===== config.mk =====
export PLATFORM = sky130hd
export DESIGN_NAME = pwm_angle_multiturn_tracker
export DESIGN_NICKNAME = d
export VERILOG_FILES = /design/src/rtl/pamt_pkg.sv /design/src/rtl/pamt_csr.sv /design/src/rtl/pamt_div.sv /design/src/rtl/pwm_angle_multiturn_tracker.sv
export SDC_FILE = /design/constraint.sdc
export NUM_CORES = 1
export LEC_CHECK = 0
export ABC_AREA = 1
export BUFFER_PORTS_ARGS = -buffer_cell sky130_fd_sc_hd__buf_2
export CAP_MARGIN = 20
export CORE_UTILIZATION = 28
export CTS_CLUSTER_DIAMETER = 100
export DETAILED_ROUTE_END_ITERATION = 8
export SETUP_SLACK_MARGIN = 0.5
export SKIP_CTS_REPAIR_TIMING = 1
export SYNTH_ARGS = -nofsm -noshare
export SYNTH_HDL_FRONTEND = slang
export SYNTH_HIERARCHICAL = 1
export SYNTH_SLANG_ARGS = --single-unit

===== constraint.sdc =====
create_clock -name clock -period 9.4 [get_ports clock]
set_input_delay 0.94 -clock clock [delete_from_list [all_inputs] [get_ports clock]]
set_output_delay 0.94 -clock clock [all_outputs]
set_load 0.03 [all_outputs]

===== src/rtl/pamt_pkg.sv =====
// Shared types, constants and codes of the PWM angle multi-turn tracker.
package pamt_pkg;

   // Default number of angle steps in one turn.
   localparam int ANGLE_STEPS_DEF = 4096;

   // Field widths.
   localparam int US_W     = 24;
   localparam int FRAME_W  = 13;
   localparam int PRE_W    = 8;
   localparam int ZERO_W   = 12;
   localparam int RAW_W    = 12;
   localparam int COUNT_W  = 32;
   localparam int ADDR_W   = 4;
   localparam int DATA_W   = 32;

   // Divider widths: for high time <= period the quotient <= frame count.
   localparam int QUOT_W   = FRAME_W;
   localparam int NUM_W    = US_W + FRAME_W + 1;

   // Reset values of the configuration registers.
   localparam logic [US_W-1:0]    STALE_RST = 24'd50000;
   localparam logic               CW_RST    = 1'b0;
   localparam logic [FRAME_W-1:0] FRAME_RST = 13'd4351;
   localparam logic [PRE_W-1:0]   PRE_RST   = 8'd128;

   // Register indexes (byte address divided by four).
   typedef enum logic [1:0] {
      REG_STALE_LIMIT = 2'd0,
      REG_CW_NEGATE   = 2'd1,
      REG_FRAME       = 2'd2,
      REG_PREAMBLE    = 2'd3
   } reg_idx_type;

   // Item operations.
   typedef enum logic {
      OP_UPDATE   = 1'b0,
      OP_SET_ZERO = 1'b1
   } op_type;

   // Sequencer states.
   typedef enum logic [2:0] {
      ST_IDLE,
      ST_MUL,
      ST_DIV,
      ST_ANGLE,
      ST_UPDATE
   } state_type;

   // Configuration as seen by the datapath.
   typedef struct packed {
      logic [US_W-1:0]    stale_limit_us;
      logic               clockwise_negate;
      logic [FRAME_W-1:0] frame_len;
      logic [PRE_W-1:0]   preamble_counts;
   } cfg_type;

   // Handshake between the sequencer and the shared divider.
   typedef struct packed {
      logic start;
   } div_req_type;

   typedef struct packed {
      logic busy;
      logic done;
   } div_rsp_type;

endpackage


===== src/rtl/pamt_csr.sv =====
// Configuration register file of the tracker with its APB-style access port.
module pamt_csr (
   input  logic                        clock,
   input  logic                        reset,
   input  logic                        psel,
   input  logic                        penable,
   input  logic                        pwrite,
   input  logic [pamt_pkg::ADDR_W-1:0] paddr,
   input  logic [pamt_pkg::DATA_W-1:0] pwdata,
   output logic [pamt_pkg::DATA_W-1:0] prdata,
   output logic                        pready,
   output pamt_pkg::cfg_type           cfg
);

   pamt_pkg::cfg_type     cfg_ff;
   pamt_pkg::cfg_type     cfg_in;
   pamt_pkg::reg_idx_type idx;
   logic                  wr_en;

   assign pready = 1'b1;
   assign idx    = pamt_pkg::reg_idx_type'(paddr[3:2]);
   assign wr_en  = psel && penable && pwrite;

   // Register writes reach cfg at the clock edge that ends the access cycle.
   always_comb begin
      cfg_in = cfg_ff;
      if (wr_en) begin
         case (idx)
            pamt_pkg::REG_STALE_LIMIT: cfg_in.stale_limit_us   = pwdata[pamt_pkg::US_W-1:0];
            pamt_pkg::REG_CW_NEGATE:   cfg_in.clockwise_negate = pwdata[0];
            pamt_pkg::REG_FRAME:       cfg_in.frame_len        = pwdata[pamt_pkg::FRAME_W-1:0];
            pamt_pkg::REG_PREAMBLE:    cfg_in.preamble_counts  = pwdata[pamt_pkg::PRE_W-1:0];
            default:                   cfg_in = cfg_ff;
         endcase
      end
   end

   always_ff @(posedge clock) begin
      if (reset) begin
         cfg_ff.stale_limit_us   <= pamt_pkg::STALE_RST;
         cfg_ff.clockwise_negate <= pamt_pkg::CW_RST;
         cfg_ff.frame_len        <= pamt_pkg::FRAME_RST;
         cfg_ff.preamble_counts  <= pamt_pkg::PRE_RST;
      end else begin
         cfg_ff <= cfg_in;
      end
   end

   // Read back the addressed register, zero-extended.
   always_comb begin
      case (idx)
         pamt_pkg::REG_STALE_LIMIT: prdata = pamt_pkg::DATA_W'(cfg_ff.stale_limit_us);
         pamt_pkg::REG_CW_NEGATE:   prdata = pamt_pkg::DATA_W'(cfg_ff.clockwise_negate);
         pamt_pkg::REG_FRAME:       prdata = pamt_pkg::DATA_W'(cfg_ff.frame_len);
         pamt_pkg::REG_PREAMBLE:    prdata = pamt_pkg::DATA_W'(cfg_ff.preamble_counts);
         default:                   prdata = '0;
      endcase
   end

   assign cfg = cfg_ff;

endmodule


===== src/rtl/pamt_div.sv =====
// Shared restoring divider: one quotient bit per cycle by shift and subtract.
module pamt_div (
   input  logic                        clock,
   input  logic                        reset,
   input  pamt_pkg::div_req_type       req,
   input  logic [pamt_pkg::NUM_W-1:0]  num,
   input  logic [pamt_pkg::US_W-1:0]   den,
   output pamt_pkg::div_rsp_type       rsp,
   output logic [pamt_pkg::QUOT_W-1:0] quot
);

   localparam int QW = pamt_pkg::QUOT_W;
   localparam int RW = pamt_pkg::NUM_W - QW;
   localparam int CW = $clog2(QW + 1);

   logic [RW-1:0] rem_ff,   rem_in;
   logic [QW-1:0] numlo_ff, numlo_in;
   logic [QW-1:0] quot_ff,  quot_in;
   logic [CW-1:0] cnt_ff,   cnt_in;
   logic          busy_ff,  busy_in;
   logic          done_ff,  done_in;
   logic [RW:0]   rem_sh;
   logic [RW+1:0] diff;
   logic          fits;

   // One trial subtraction of the divisor from the shifted partial remainder.
   assign rem_sh = {rem_ff, numlo_ff[QW-1]};
   assign diff   = {1'b0, rem_sh} - (RW+2)'(den);
   assign fits   = !diff[RW+1];

   always_comb begin
      rem_in   = rem_ff;
      numlo_in = numlo_ff;
      quot_in  = quot_ff;
      cnt_in   = cnt_ff;
      busy_in  = busy_ff;
      done_in  = 1'b0;
      if (req.start) begin
         rem_in   = num[pamt_pkg::NUM_W-1:QW];
         numlo_in = num[QW-1:0];
         cnt_in   = CW'(QW);
         busy_in  = 1'b1;
      end else if (busy_ff) begin
         rem_in   = fits ? diff[RW-1:0] : rem_sh[RW-1:0];
         numlo_in = {numlo_ff[QW-2:0], 1'b0};
         quot_in  = {quot_ff[QW-2:0], fits};
         cnt_in   = cnt_ff - 1'b1;
         if (cnt_ff == CW'(1)) begin
            busy_in = 1'b0;
            done_in = 1'b1;
         end
      end
   end

   always_ff @(posedge clock) begin
      if (reset) begin
         busy_ff <= 1'b0;
         done_ff <= 1'b0;
         cnt_ff  <= '0;
      end else begin
         busy_ff <= busy_in;
         done_ff <= done_in;
         cnt_ff  <= cnt_in;
      end
   end

   always_ff @(posedge clock) begin
      rem_ff   <= rem_in;
      numlo_ff <= numlo_in;
      quot_ff  <= quot_in;
   end

   assign rsp.busy = busy_ff;
   assign rsp.done = done_ff;
   assign quot     = quot_ff;

endmodule


===== src/rtl/pwm_angle_multiturn_tracker.sv =====
// Top level of the PWM angle decoder with multi-turn position tracking.
//
//   Port group    Direction  Handshake            Moves
//   req_*         in         req_valid/req_ready  one PWM sample or set-zero item
//   rsp_*         out        rsp_valid/rsp_ready  one position result item
//   APB (p*)      in/out     psel/penable/pready  configuration register access
//
// An item passes through these steps from acceptance to result: form the scaled
// duty product and load it into the shared shift-subtract divider, 13 divider steps
// and a check that they are done, then angle decode and then the update step.
// req_ready is high only while the sequencer is idle, so one item is in work at a
// time and a new item is taken only once the last has left the update step.
// A waiting result sits in the output register, so the next item can be taken;
// the update step holds until that register is free.
// Reset is synchronous and restores the configuration defaults and tracking state.
module pwm_angle_multiturn_tracker #(
   parameter int ANGLE_STEPS = pamt_pkg::ANGLE_STEPS_DEF
) (
   input  logic                                clock,
   input  logic                                reset,
   // Input items.
   input  logic                                req_valid,
   output logic                                req_ready,
   input  logic                                req_opcode,
   input  logic [pamt_pkg::US_W-1:0]           req_high_us,
   input  logic [pamt_pkg::US_W-1:0]           req_period_us,
   input  logic [pamt_pkg::US_W-1:0]           req_sample_age_us,
   input  logic [pamt_pkg::ZERO_W-1:0]         req_zero_angle,
   // Result items.
   output logic                                rsp_valid,
   input  logic                                rsp_ready,
   output logic signed [pamt_pkg::COUNT_W-1:0] rsp_position_count,
   output logic [pamt_pkg::RAW_W-1:0]          rsp_angle_raw,
   output logic                                rsp_status,
   // Configuration port.
   input  logic                                psel,
   input  logic                                penable,
   input  logic                                pwrite,
   input  logic [pamt_pkg::ADDR_W-1:0]         paddr,
   input  logic [pamt_pkg::DATA_W-1:0]         pwdata,
   output logic [pamt_pkg::DATA_W-1:0]         prdata,
   output logic                                pready
);

   localparam int AW  = $clog2(ANGLE_STEPS);
   localparam int EW  = 17;
   localparam int DW  = AW + 2;
   localparam int CNW = pamt_pkg::COUNT_W;
   localparam logic [EW-1:0]        ANG_MAX = EW'(ANGLE_STEPS - 1);
   localparam logic signed [DW-1:0] STEPS_S = DW'(ANGLE_STEPS);
   localparam logic signed [DW-1:0] HALF_S  = DW'(ANGLE_STEPS / 2);

   pamt_pkg::cfg_type     cfg;
   pamt_pkg::div_req_type div_req;
   pamt_pkg::div_rsp_type div_rsp;
   pamt_pkg::state_type   state_ff, state_in;

   logic [pamt_pkg::NUM_W-1:0]  div_num;
   logic [pamt_pkg::NUM_W-2:0]  prod;
   logic [pamt_pkg::QUOT_W-1:0] quot;

   // Captured item.
   logic                         op_ff;
   logic [pamt_pkg::US_W-1:0]    hi_ff, per_ff, age_ff;
   logic [pamt_pkg::ZERO_W-1:0]  za_ff;

   // Decoded angle of the item.
   logic [AW-1:0] ang_ff, ang_in;
   logic          good_ff, good_in;

   // Tracking state.
   logic [AW-1:0]  last_ff, last_in;
   logic [CNW-1:0] cum_ff,  cum_in;
   logic           have_ff, have_in;

   // Output register.
   logic                 rsp_valid_ff, rsp_valid_in;
   logic [CNW-1:0]       out_count_ff, out_count_in;
   logic [pamt_pkg::RAW_W-1:0] out_raw_ff, out_raw_in;
   logic                 out_status_ff, out_status_in;

   logic                      accept;
   logic                      slot_free;
   logic [pamt_pkg::QUOT_W-1:0] pre_ext;
   logic [pamt_pkg::QUOT_W-1:0] above;
   logic [EW-1:0]             above_ext;
   logic [EW-1:0]             za_ext;
   logic [EW-1:0]             ang_ext;
   logic [AW-1:0]             za_clamp;
   logic signed [DW-1:0]      diff_raw;
   logic signed [DW-1:0]      diff;
   logic [CNW-1:0]            diff_ext;
   logic                      stale;

   pamt_csr u_csr (
      .clock   (clock),
      .reset   (reset),
      .psel    (psel),
      .penable (penable),
      .pwrite  (pwrite),
      .paddr   (paddr),
      .pwdata  (pwdata),
      .prdata  (prdata),
      .pready  (pready),
      .cfg     (cfg)
   );

   // Rounded dividend: high time times frame counts plus half the period.
   assign prod    = hi_ff * cfg.frame_len;
   assign div_num = {1'b0, prod} + pamt_pkg::NUM_W'(per_ff[pamt_pkg::US_W-1:1]);
   assign div_req.start = (state_ff == pamt_pkg::ST_MUL);

   pamt_div u_div (
      .clock (clock),
      .reset (reset),
      .req   (div_req),
      .num   (div_num),
      .den   (per_ff),
      .rsp   (div_rsp),
      .quot  (quot)
   );

   assign req_ready = (state_ff == pamt_pkg::ST_IDLE);
   assign accept    = req_valid && req_ready;
   assign slot_free = !rsp_valid_ff || rsp_ready;

   // Angle decode: subtract the preamble, floor at zero, clamp to the top step.
   assign pre_ext   = pamt_pkg::QUOT_W'(cfg.preamble_counts);
   assign above     = quot - pre_ext;
   assign above_ext = EW'(above);

   always_comb begin
      good_in = good_ff;
      ang_in  = ang_ff;
      if (state_ff == pamt_pkg::ST_ANGLE) begin
         good_in = (per_ff != '0) && (hi_ff <= per_ff);
         if (!good_in || (quot <= pre_ext)) begin
            ang_in = '0;
         end else if (above_ext > ANG_MAX) begin
            ang_in = AW'(ANG_MAX);
         end else begin
            ang_in = AW'(above_ext);
         end
      end
   end

   // Shortest-way difference from the last angle, sign-extended to the count.
   assign diff_raw = $signed(DW'(ang_ff)) - $signed(DW'(last_ff));
   always_comb begin
      if (diff_raw > HALF_S) begin
         diff = diff_raw - STEPS_S;
      end else if (diff_raw < -HALF_S) begin
         diff = diff_raw + STEPS_S;
      end else begin
         diff = diff_raw;
      end
   end
   assign diff_ext = {{(CNW-DW){diff[DW-1]}}, diff};

   assign za_ext   = EW'(za_ff);
   assign za_clamp = (za_ext > ANG_MAX) ? AW'(ANG_MAX) : AW'(za_ext);
   assign ang_ext  = EW'(ang_ff);
   assign stale    = age_ff > cfg.stale_limit_us;

   // Sequencer, tracking state update and output register.
   always_comb begin
      state_in      = state_ff;
      last_in       = last_ff;
      cum_in        = cum_ff;
      have_in       = have_ff;
      out_count_in  = out_count_ff;
      out_raw_in    = out_raw_ff;
      out_status_in = out_status_ff;
      rsp_valid_in  = rsp_valid_ff && !rsp_ready;
      case (state_ff)
         pamt_pkg::ST_IDLE: begin
            if (accept) begin
               state_in = pamt_pkg::ST_MUL;
            end
         end
         pamt_pkg::ST_MUL: begin
            state_in = pamt_pkg::ST_DIV;
         end
         pamt_pkg::ST_DIV: begin
            if (div_rsp.done) begin
               state_in = pamt_pkg::ST_ANGLE;
            end
         end
         pamt_pkg::ST_ANGLE: begin
            state_in = pamt_pkg::ST_UPDATE;
         end
         pamt_pkg::ST_UPDATE: begin
            if (slot_free) begin
               out_status_in = 1'b0;
               if (op_ff == pamt_pkg::OP_UPDATE) begin
                  if (!good_ff || stale) begin
                     out_status_in = 1'b1;
                  end else if (!have_ff) begin
                     last_in = ang_ff;
                     cum_in  = '0;
                     have_in = 1'b1;
                  end else begin
                     cum_in  = cfg.clockwise_negate ? (cum_ff - diff_ext)
                                                    : (cum_ff + diff_ext);
                     last_in = ang_ff;
                  end
               end else begin
                  if (za_ff != '0) begin
                     last_in = za_clamp;
                     cum_in  = '0;
                  end else if (!good_ff) begin
                     out_status_in = 1'b1;
                  end else begin
                     last_in = ang_ff;
                     cum_in  = '0;
                     have_in = 1'b1;
                  end
               end
               out_count_in = cum_in;
               out_raw_in   = ang_ext[pamt_pkg::RAW_W-1:0];
               rsp_valid_in = 1'b1;
               state_in     = pamt_pkg::ST_IDLE;
            end
         end
         default: begin
            state_in = pamt_pkg::ST_IDLE;
         end
      endcase
   end

   // Control and tracking state.
   always_ff @(posedge clock) begin
      if (reset) begin
         state_ff     <= pamt_pkg::ST_IDLE;
         rsp_valid_ff <= 1'b0;
         last_ff      <= '0;
         cum_ff       <= '0;
         have_ff      <= 1'b0;
      end else begin
         state_ff     <= state_in;
         rsp_valid_ff <= rsp_valid_in;
         last_ff      <= last_in;
         cum_ff       <= cum_in;
         have_ff      <= have_in;
      end
   end

   // Payload registers.
   always_ff @(posedge clock) begin
      if (accept) begin
         op_ff  <= req_opcode;
         hi_ff  <= req_high_us;
         per_ff <= req_period_us;
         age_ff <= req_sample_age_us;
         za_ff  <= req_zero_angle;
      end
      good_ff       <= good_in;
      ang_ff        <= ang_in;
      out_count_ff  <= out_count_in;
      out_raw_ff    <= out_raw_in;
      out_status_ff <= out_status_in;
   end

   assign rsp_valid          = rsp_valid_ff;
   assign rsp_position_count = $signed(out_count_ff);
   assign rsp_angle_raw      = out_raw_ff;
   assign rsp_status         = out_status_ff;

endmodule


==> results by group, run 1 <==
Setup path
  • Most frequent CP cell: fa_1
  • Critical Path Start Type: register
  • WP data arrival: 7330 ps
  • CP required: 9770 ps
  • R2R Path Start: u_csr/cfg[11]
  • Crit-path slowest cell: nor4_1
  • CP cell instances: buf_4, nand2_1, fa_1, inv_1, fa_1, fa_1, inv_1, fa_1, inv_1, fa_1, fa_1, ha_1, nand2_1, nor2_1, nand2_1, nor4_1, a21oi_1, o21a_1, o21bai_2, a21oi_1, xnor2_1, nand2_1, nand2_1
  • Crit path max fanout: 18
  • R2R Setup Slk: 2440 ps
  • Setup crit end kind: register
  • Crit path largest cell delay: 620 ps
  • R2R depth: 23
  • Crit path kind: reg2reg
  • Reg2reg end: u_div/rem_ff[18]

Clock network
  • Worst-path clk slew: 60 ps
  • Root Driver: clkbuf_16
  • Clock H-tree levels: 2
  • Clock buffer depth: 3
  • Sink Count: 295
  • Clk Latency, worst-skew pair: 630 ps
  • Cts bufs inserted: 40
  • TritonCTS clock tree: built

Drt
  • Mean routed wirelength per cell: 15.7 um
  • Final wirelength: 81.5 mm
  • DR vias/cell: 4.55
  • 1st-pass router iterations: 6
  • Routed Antenna Nets: 0
  • Via count: 23.7k
  • Remaining DRCs: 0
  • DRT iter0 DRCs: 1582

Layout
  • Final Net Count: 4432
  • Layout cells sized above 1: 9.67%
  • Area grow syn2layout: 12.4%
  • Final core utilization: 31.9%

STA
  • Setup violators final: 0
  • Fin. Hold Viols: 0
  • Clock Skews: 49.3 ps
  • Tightest Pin Transition: 903 ps
  • RSZ-0062 raised after global routing: no
  • Final slew viol count: 0
  • Final worst slack: 2440 ps
  • Setup TNS: 0 ps
  • Relative slew slack: 39.8%
  • Final worst-path cycle share: 74.0%
  • Crit path time final: 6960 ps
  • Max frequency: 144 MHz

Placed design
  • # port buffers: 188
  • HPWL after DPL: 62.7 mm
  • GP Congestion: 0.893
  • Place WS: 2510 ps

Die
  • Starting Density: 28.4%
  • Cell Rows: 117
  • Num ports: 208
  • Die width: 324 um
  • DIE AREA: 105000 um^2
  • CORE AREA: 102000 um^2
  • Die H: 324 um

Hold path
  • WHS Path Cells: 0
  • Worst Hold End: rsp_angle_raw[0]
  • Worst Hold Class: reg2reg
  • Hold Crit Start: ang_ff[0]

Yosys
  • Cell Area, Synth: 29000 um^2
  • Yosys Warn Count: 6
  • Synth Area per Inst: 7.92 um^2
  • Syn Inst Count: 3658

Outcome
  • Status: complete, no violations

Global route
  • First-pass GRT wire length: 128 mm
  • Tot GR Track Use: 15.7%
  • Vias in the first global route: 23.5k
  • Largest net degree at the start of global routing: 57
  • Initial antenna violation count: 7
  • Grt total ovfl: 0

Flow run
  • MaxCap Viol Count: 0
worst max-delay path, delay by kind of cell (launching register included):
family                     cells  cell delay (ps)
AOI/OAI and AO/OA              4              770
xor gates and xnor gates       1              130
adders and majority gates      7             3460
buffers and inverters          4              560
DFF                            1              560
and+or+nand+nor                7             1220
state kept, by name, summed over array words and instances, names as in the netlist, 12 cells and up:
register / flops
za_ff: 12
ang_ff: 12
hi_ff: 24
per_ff: 24
rsp_position_count: 32
u_div/quot: 13
u_div/rem_ff: 25
cum_ff: 32
rsp_angle_raw: 12
last_ff: 12
u_csr/cfg: 46
age_ff: 24
u_div/numlo_ff: 13
cell type report:
| class | instances | area, um^2 |
|---|---|---|
| multi-input cells | 2526 | 17800 |
| repair buffers | 212 | 1120 |
| clock inverters | 18 | 213 |
| flip-flops and latches | 295 | 7850 |
| diodes | 1 | 2.50 |
| clock buffers | 56 | 1100 |
| well taps | 1368 | 1710 |
| inverters | 728 | 2730 |
| fillers | 11000 | 69600 |
layout by cell type (no fill, tap or decap), types with 101 or more instances in the layout:
| master | n |
|---|---|
| a21oi_1 | 172 |
| buf_2 | 188 |
| dfxtp_1 | 101 |
| edfxtp_1 | 194 |
| fa_1 | 266 |
| ha_1 | 235 |
| inv_1 | 716 |
| nand2_1 | 1022 |
| nand3_1 | 168 |
| nor2_1 | 222 |
worst max-delay path by stage:
stage               slack, ps                to  cells past startpoint           from
floorplan                2050         age_ff[0]                      2      req_valid
global placement         2520  u_div/rem_ff[18]                     23  u_csr/cfg[11]
detailed placement       2510  u_div/rem_ff[18]                     23  u_csr/cfg[11]
CTS                      2510  u_div/rem_ff[18]                     23  u_csr/cfg[11]
global route             2190  u_div/rem_ff[18]                     23  u_csr/cfg[11]
finish                   2440  u_div/rem_ff[18]                     23  u_csr/cfg[11]
stage by stage:
step | instance area, um^2 | instances | hold WS (ps)
2_1_floorplan | 29000 | 3665 | 426
3_3_place_gp | 31300 | 5129 | 436
3_5_place_dp | 31300 | 5129 | 442
4_1_cts | 32600 | 5203 | 430
5_1_grt | 32600 | 5203 | 441
6_report | 32600 | 5204 | 417
per-layer routing:
metal	wire, um	vias up	track usage, %
met5	69	-	0
met4	2410	10	5.26
met3	4520	128	2.74
met2	36900	567	25.4
met1	37600	11300	21.0
li1	-	11700	-
Power of run 1 is left out: the tool's default activity adds up to more than one toggle a clock period on the data nets, which glitch-free logic cannot reach.
==> run 2: changes to the inputs <==
==> constraint.sdc (replaced) <==
create_clock -name clock -period 7.3 [get_ports clock]
set_input_delay 0.73 -clock clock [delete_from_list [all_inputs] [get_ports clock]]
set_output_delay 0.73 -clock clock [all_outputs]
set_load 0.03 [all_outputs]
==> results by group, run 2 (same netlist as run 1, synthesis figures left out) <==
Outcome
  • Status: complete, no violations

Drt
  • Final wirelength: 82.5 mm
  • Routed Antenna Nets: 0
  • 1st-pass router iterations: 5
  • DRT iter0 DRCs: 1562
  • DR vias/cell: 4.56
  • Remaining DRCs: 0
  • Mean routed wirelength per cell: 15.8 um
  • Via count: 23.9k

Setup path
  • Worst path depth: 21
  • Crit path largest cell delay: 800 ps
  • Crit path max fanout: 13
  • R2R depth: 21
  • Most frequent CP cell: fa_1
  • Top delay family on crit path: adder cells
  • R2R Setup Slk: 770 ps
  • CP required: 7650 ps
  • Crit path buffers/inverters: 4
  • Crit path kind: reg2reg
  • R2R Path Start: u_csr/cfg[18]
  • WP data arrival: 6880 ps
  • CP cell instances: buf_4, nand2_1, fa_1, fa_1, fa_1, inv_1, fa_1, fa_1, fa_1, ha_1, a21oi_1, inv_1, a31oi_1, o211ai_1, a21oi_1, inv_1, a21oi_1, o21a_1, xnor2_1, nand2_1, nand2_1
  • Critical Path Start Type: register
  • Setup crit end kind: register
  • Reg2reg end: u_div/rem_ff[20]
  • Crit-path slowest cell: dfxtp_1

Clock network
  • Sink Count: 295
  • Cts bufs inserted: 40
  • Worst-path clk slew: 60 ps
  • Root Driver: clkbuf_16
  • Clk Latency, worst-skew pair: 610 ps
  • TritonCTS clock tree: built
  • Clock buffer depth: 3
  • Clock H-tree levels: 2

Die
  • DIE AREA: 105000 um^2
  • CORE AREA: 102000 um^2
  • Die width: 324 um
  • Starting Density: 28.4%
  • Die H: 324 um
  • Num ports: 208
  • Cell Rows: 117

Layout
  • Area grow syn2layout: 13.3%
  • Final Net Count: 4458
  • Register area: 7850 um^2
  • Most frequent cells in the layout: 1022 x nand2_1, 716 x inv_1, 266 x fa_1, 235 x ha_1, 222 x nor2_1
  • Fillers: 10.9k
  • Max reg flops: 46
  • Final core utilization: 32.1%
  • Layout cells sized above 1: 10.3%
  • Commonest non-fill, non-tap cell in the layout: nand2_1
  • Multi-input logic area: 17800 um^2

Placed design
  • Place WS: 806 ps
  • # port buffers: 188
  • GP Congestion: 0.901
  • HPWL after DPL: 64.4 mm

Hold path
  • Hold Crit Start: req_opcode
  • WHS Path Cells: 1
  • Worst Hold Class: in2reg
  • Worst Hold End: op_ff

STA
  • Clock Skews: 30.3 ps
  • Fin. Hold Viols: 0
  • Setup violators final: 0
  • Tightest Pin Transition: 892 ps
  • Final worst slack: 770 ps
  • Crit path time final: 6530 ps
  • Final slew viol count: 0
  • Final worst-path cycle share: 89.5%
  • Relative slew slack: 40.5%
  • Max frequency: 153 MHz
  • RSZ-0062 raised after global routing: no
  • Setup TNS: 0 ps

Global route
  • Initial antenna violation count: 8
  • First-pass GRT wire length: 129 mm
  • Vias in the first global route: 23.4k
  • Largest net degree at the start of global routing: 57
  • Grt total ovfl: 0
  • Tot GR Track Use: 15.9%

Flow run
  • MaxCap Viol Count: 0
run 2: changes by cell type in the layout (fill, tap and decap cells not counted), moves of 2 or more:
cell / delta
clkinvlp_4: +3
clkinv_4: +5
buf_4: +23
clkinv_1: +3
buf_12: +2
clkbuf_1: -5
clkinv_2: -5
run 2: worst reg2reg max path, delay by kind of cell, from the launching register on:
family | cells | cell delay [ps]
adders and majority gates | 7 | 3440
AOI/OAI and AO/OA | 6 | 1300
DFF | 1 | 800
buffers and inverters | 4 | 510
and+or+nand+nor | 3 | 190
xor gates and xnor gates | 1 | 70
run 2: cell type report:
class,count,area share [%]
clock buffer,51,3.33
sequential,295,23.9
inverter,728,8.32
antenna,2,0.0152
clock inverter,23,0.762
timing repair buffer,238,4.10
multi-input combinational,2526,54.4
tap,1368,5.21
run 2: metrics by stage:
stage / hold slack, ps / instances / area (um^2)
after global placement: 434 / 5142 / 31400
after floorplan: 426 / 3665 / 29000
after detailed placement: 448 / 5143 / 31400
final: 291 / 5231 / 32800
after global routing: 249 / 5230 / 32800
after CTS: 248 / 5217 / 32700
run 2: how the worst max path moves through the flow:
| stage | start | to | slack, ps |
|---|---|---|---|
| after floorplan | u_csr/cfg[20] | u_div/rem_ff[18] | 1380 |
| after detailed placement | hi_ff[5] | u_div/rem_ff[20] | 810 |
| after global routing | u_csr/cfg[18] | u_div/rem_ff[20] | 500 |
| after global placement | hi_ff[5] | u_div/rem_ff[18] | 860 |
| final | u_csr/cfg[18] | u_div/rem_ff[20] | 770 |
| after CTS | hi_ff[5] | u_div/rem_ff[20] | 800 |
run 2: routing by layer:
| layer | GRT usage (%) | share of wire (%) | wire length (um) |
|---|---|---|---|
| met5 | 0 | 0.087 | 72 |
| met4 | 5.16 | 3.0 | 2450 |
| met3 | 3.00 | 5.4 | 4480 |
| met2 | 25.9 | 46 | 38100 |
| met1 | 21.0 | 45 | 37400 |
Power of run 2 is left out for the same reason.
==> run 3: changes to the inputs <==
--- a/config.mk
+++ b/config.mk
@@ -8,9 +8,10 @@
 export ABC_AREA = 1
 export BUFFER_PORTS_ARGS = -buffer_cell sky130_fd_sc_hd__buf_2
 export CAP_MARGIN = 20
-export CORE_UTILIZATION = 28
+export CORE_UTILIZATION = 63
 export CTS_CLUSTER_DIAMETER = 100
 export DETAILED_ROUTE_END_ITERATION = 8
+export PLACE_DENSITY = 0.83
 export SETUP_SLACK_MARGIN = 0.5
 export SKIP_CTS_REPAIR_TIMING = 1
 export SYNTH_ARGS = -nofsm -noshare
==> results by group, run 3 (same netlist as run 1, synthesis figures left out) <==
STA
  • Crit path time final: 6440 ps
  • Tightest Pin Transition: 829 ps
  • RSZ-0062 raised after global routing: no
  • Final worst slack: 861 ps
  • Setup violators final: 0
  • Relative slew slack: 44.7%
  • Final worst-path cycle share: 88.2%
  • Final slew viol count: 0
  • Max frequency: 155 MHz
  • Setup TNS: 0 ps
  • Fin. Hold Viols: 0
  • Clock Skews: 26.9 ps

Drt
  • DR vias/cell: 5.54
  • DRT iter0 DRCs: 1951
  • Mean routed wirelength per cell: 16.6 um
  • 1st-pass router iterations: 6
  • Final wirelength: 73.9 mm
  • Via count: 24.7k
  • Routed Antenna Nets: 0
  • Remaining DRCs: 0

Setup path
  • CP cell instances: nand2_1, fa_1, inv_1, fa_1, fa_1, fa_1, fa_1, fa_1, ha_1, a21oi_1, inv_1, nor2_1, a21boi_0, o21ai_1, a21oi_1, o21a_1, o21bai_2, a21oi_1, xnor2_1, nand2_1, nand2_1
  • Critical Path Start: hi_ff[15]
  • Reg2reg end: u_div/rem_ff[18]
  • Crit path largest cell delay: 820 ps
  • R2R Setup Slk: 860 ps
  • Crit path kind: reg2reg
  • Worst setup path end: u_div/rem_ff[18]
  • Crit-path slowest cell: edfxtp_1
  • R2R depth: 21
  • Critical Path Start Type: register
  • Most frequent CP cell: fa_1
  • Setup crit end kind: register
  • Crit path max fanout: 14
  • R2R Path Start: hi_ff[15]
  • WP data arrival: 6740 ps
  • CP required: 7600 ps

Clock network
  • Cts bufs inserted: 36
  • TritonCTS clock tree: built
  • Root Driver: clkbuf_16
  • Sink Count: 295
  • Clock buffer depth: 3
  • Worst-path clk slew: 60 ps
  • Clk Latency, worst-skew pair: 570 ps
  • Clock H-tree levels: 2

Layout
  • Commonest non-fill, non-tap cell in the layout: nand2_1
  • Most frequent cells in the layout: 1022 x nand2_1, 716 x inv_1, 266 x fa_1, 235 x ha_1, 222 x nor2_1
  • Final Net Count: 4455
  • Area grow syn2layout: 9.57%
  • Layout cells sized above 1: 10.2%
  • Max reg flops: 46
  • Final core utilization: 70.0%

Hold path
  • Worst Hold Class: in2reg

Die
  • Num ports: 208
  • DIE AREA: 46900 um^2
  • Die width: 216 um
  • Die H: 216 um
  • CORE AREA: 45400 um^2
  • Cell Rows: 78
  • Starting Density: 63.8%

Global route
  • Initial antenna violation count: 0
  • Tot GR Track Use: 31.9%
  • Grt total ovfl: 0
  • Largest net degree at the start of global routing: 54
  • First-pass GRT wire length: 119 mm
  • Vias in the first global route: 23.9k

Flow run
  • MaxCap Viol Count: 0

Placed design
  • # port buffers: 188
  • HPWL after DPL: 56.3 mm
  • GP Congestion: 0.972
  • Place WS: 746 ps

Outcome
  • Status: complete, no violations
-- run 3: metal layers --
metal  vias to the layer above  part of all wire [%]  GRT usage, %
li1                      11700                     -             -
met1                     11800                    42          43.7
met2                      1033                    46          51.7
met3                       165                   8.2          4.76
met4                         0                   3.0          10.9
met5                         -                     0             0
-- run 3: layout make-up --
| class | count | area, um^2 |
|---|---|---|
| Timing Repair Buffer | 239 | 1340 |
| Multi-Input combinational cell | 2526 | 17900 |
| Sequential cell | 295 | 7850 |
| Clock inverter | 19 | 235 |
| Tap cell | 600 | 751 |
| Fill cell | 3615 | 13600 |
| Inverter | 728 | 2730 |
| Clock buffer | 47 | 983 |
| Antenna cell | 1 | 2.50 |
-- run 3: worst max-delay path, delay by kind of cell (launching register included) --
| kind | cells | cell delay [ps] |
|---|---|---|
| AND/OR/NAND/NOR | 4 | 400 |
| AO/OA/AOI/OAI | 7 | 1180 |
| buffers and inverters | 2 | 140 |
| XOR/XNOR | 1 | 80 |
| flip-flops | 1 | 820 |
| adder cells (fa/ha/maj) | 7 | 3550 |
-- run 3: through the flow --
stage / hold slack [ps] / instances / instance area (um^2)
after global placement: 438 / 4364 / 30300
after CTS: 323 / 4430 / 31500
after global routing: 334 / 4454 / 31700
final: 336 / 4455 / 31700
after detailed placement: 448 / 4364 / 30300
after floorplan: 426 / 3665 / 29000
-- run 3: worst min-delay path by stage --
stage	start	endpoint	slack [ps]	cells after the start
after CTS	req_period_us[16]	per_ff[16]	320	1
final	req_period_us[16]	per_ff[16]	340	1
after global routing	req_sample_age_us[11]	age_ff[11]	330	1
after detailed placement	u_div/quot[7]	u_div/quot[8]	450	0
after global placement	ang_ff[0]	rsp_angle_raw[0]	440	0
after floorplan	ang_ff[0]	rsp_angle_raw[0]	430	0
Power of run 3 is left out for the same reason.
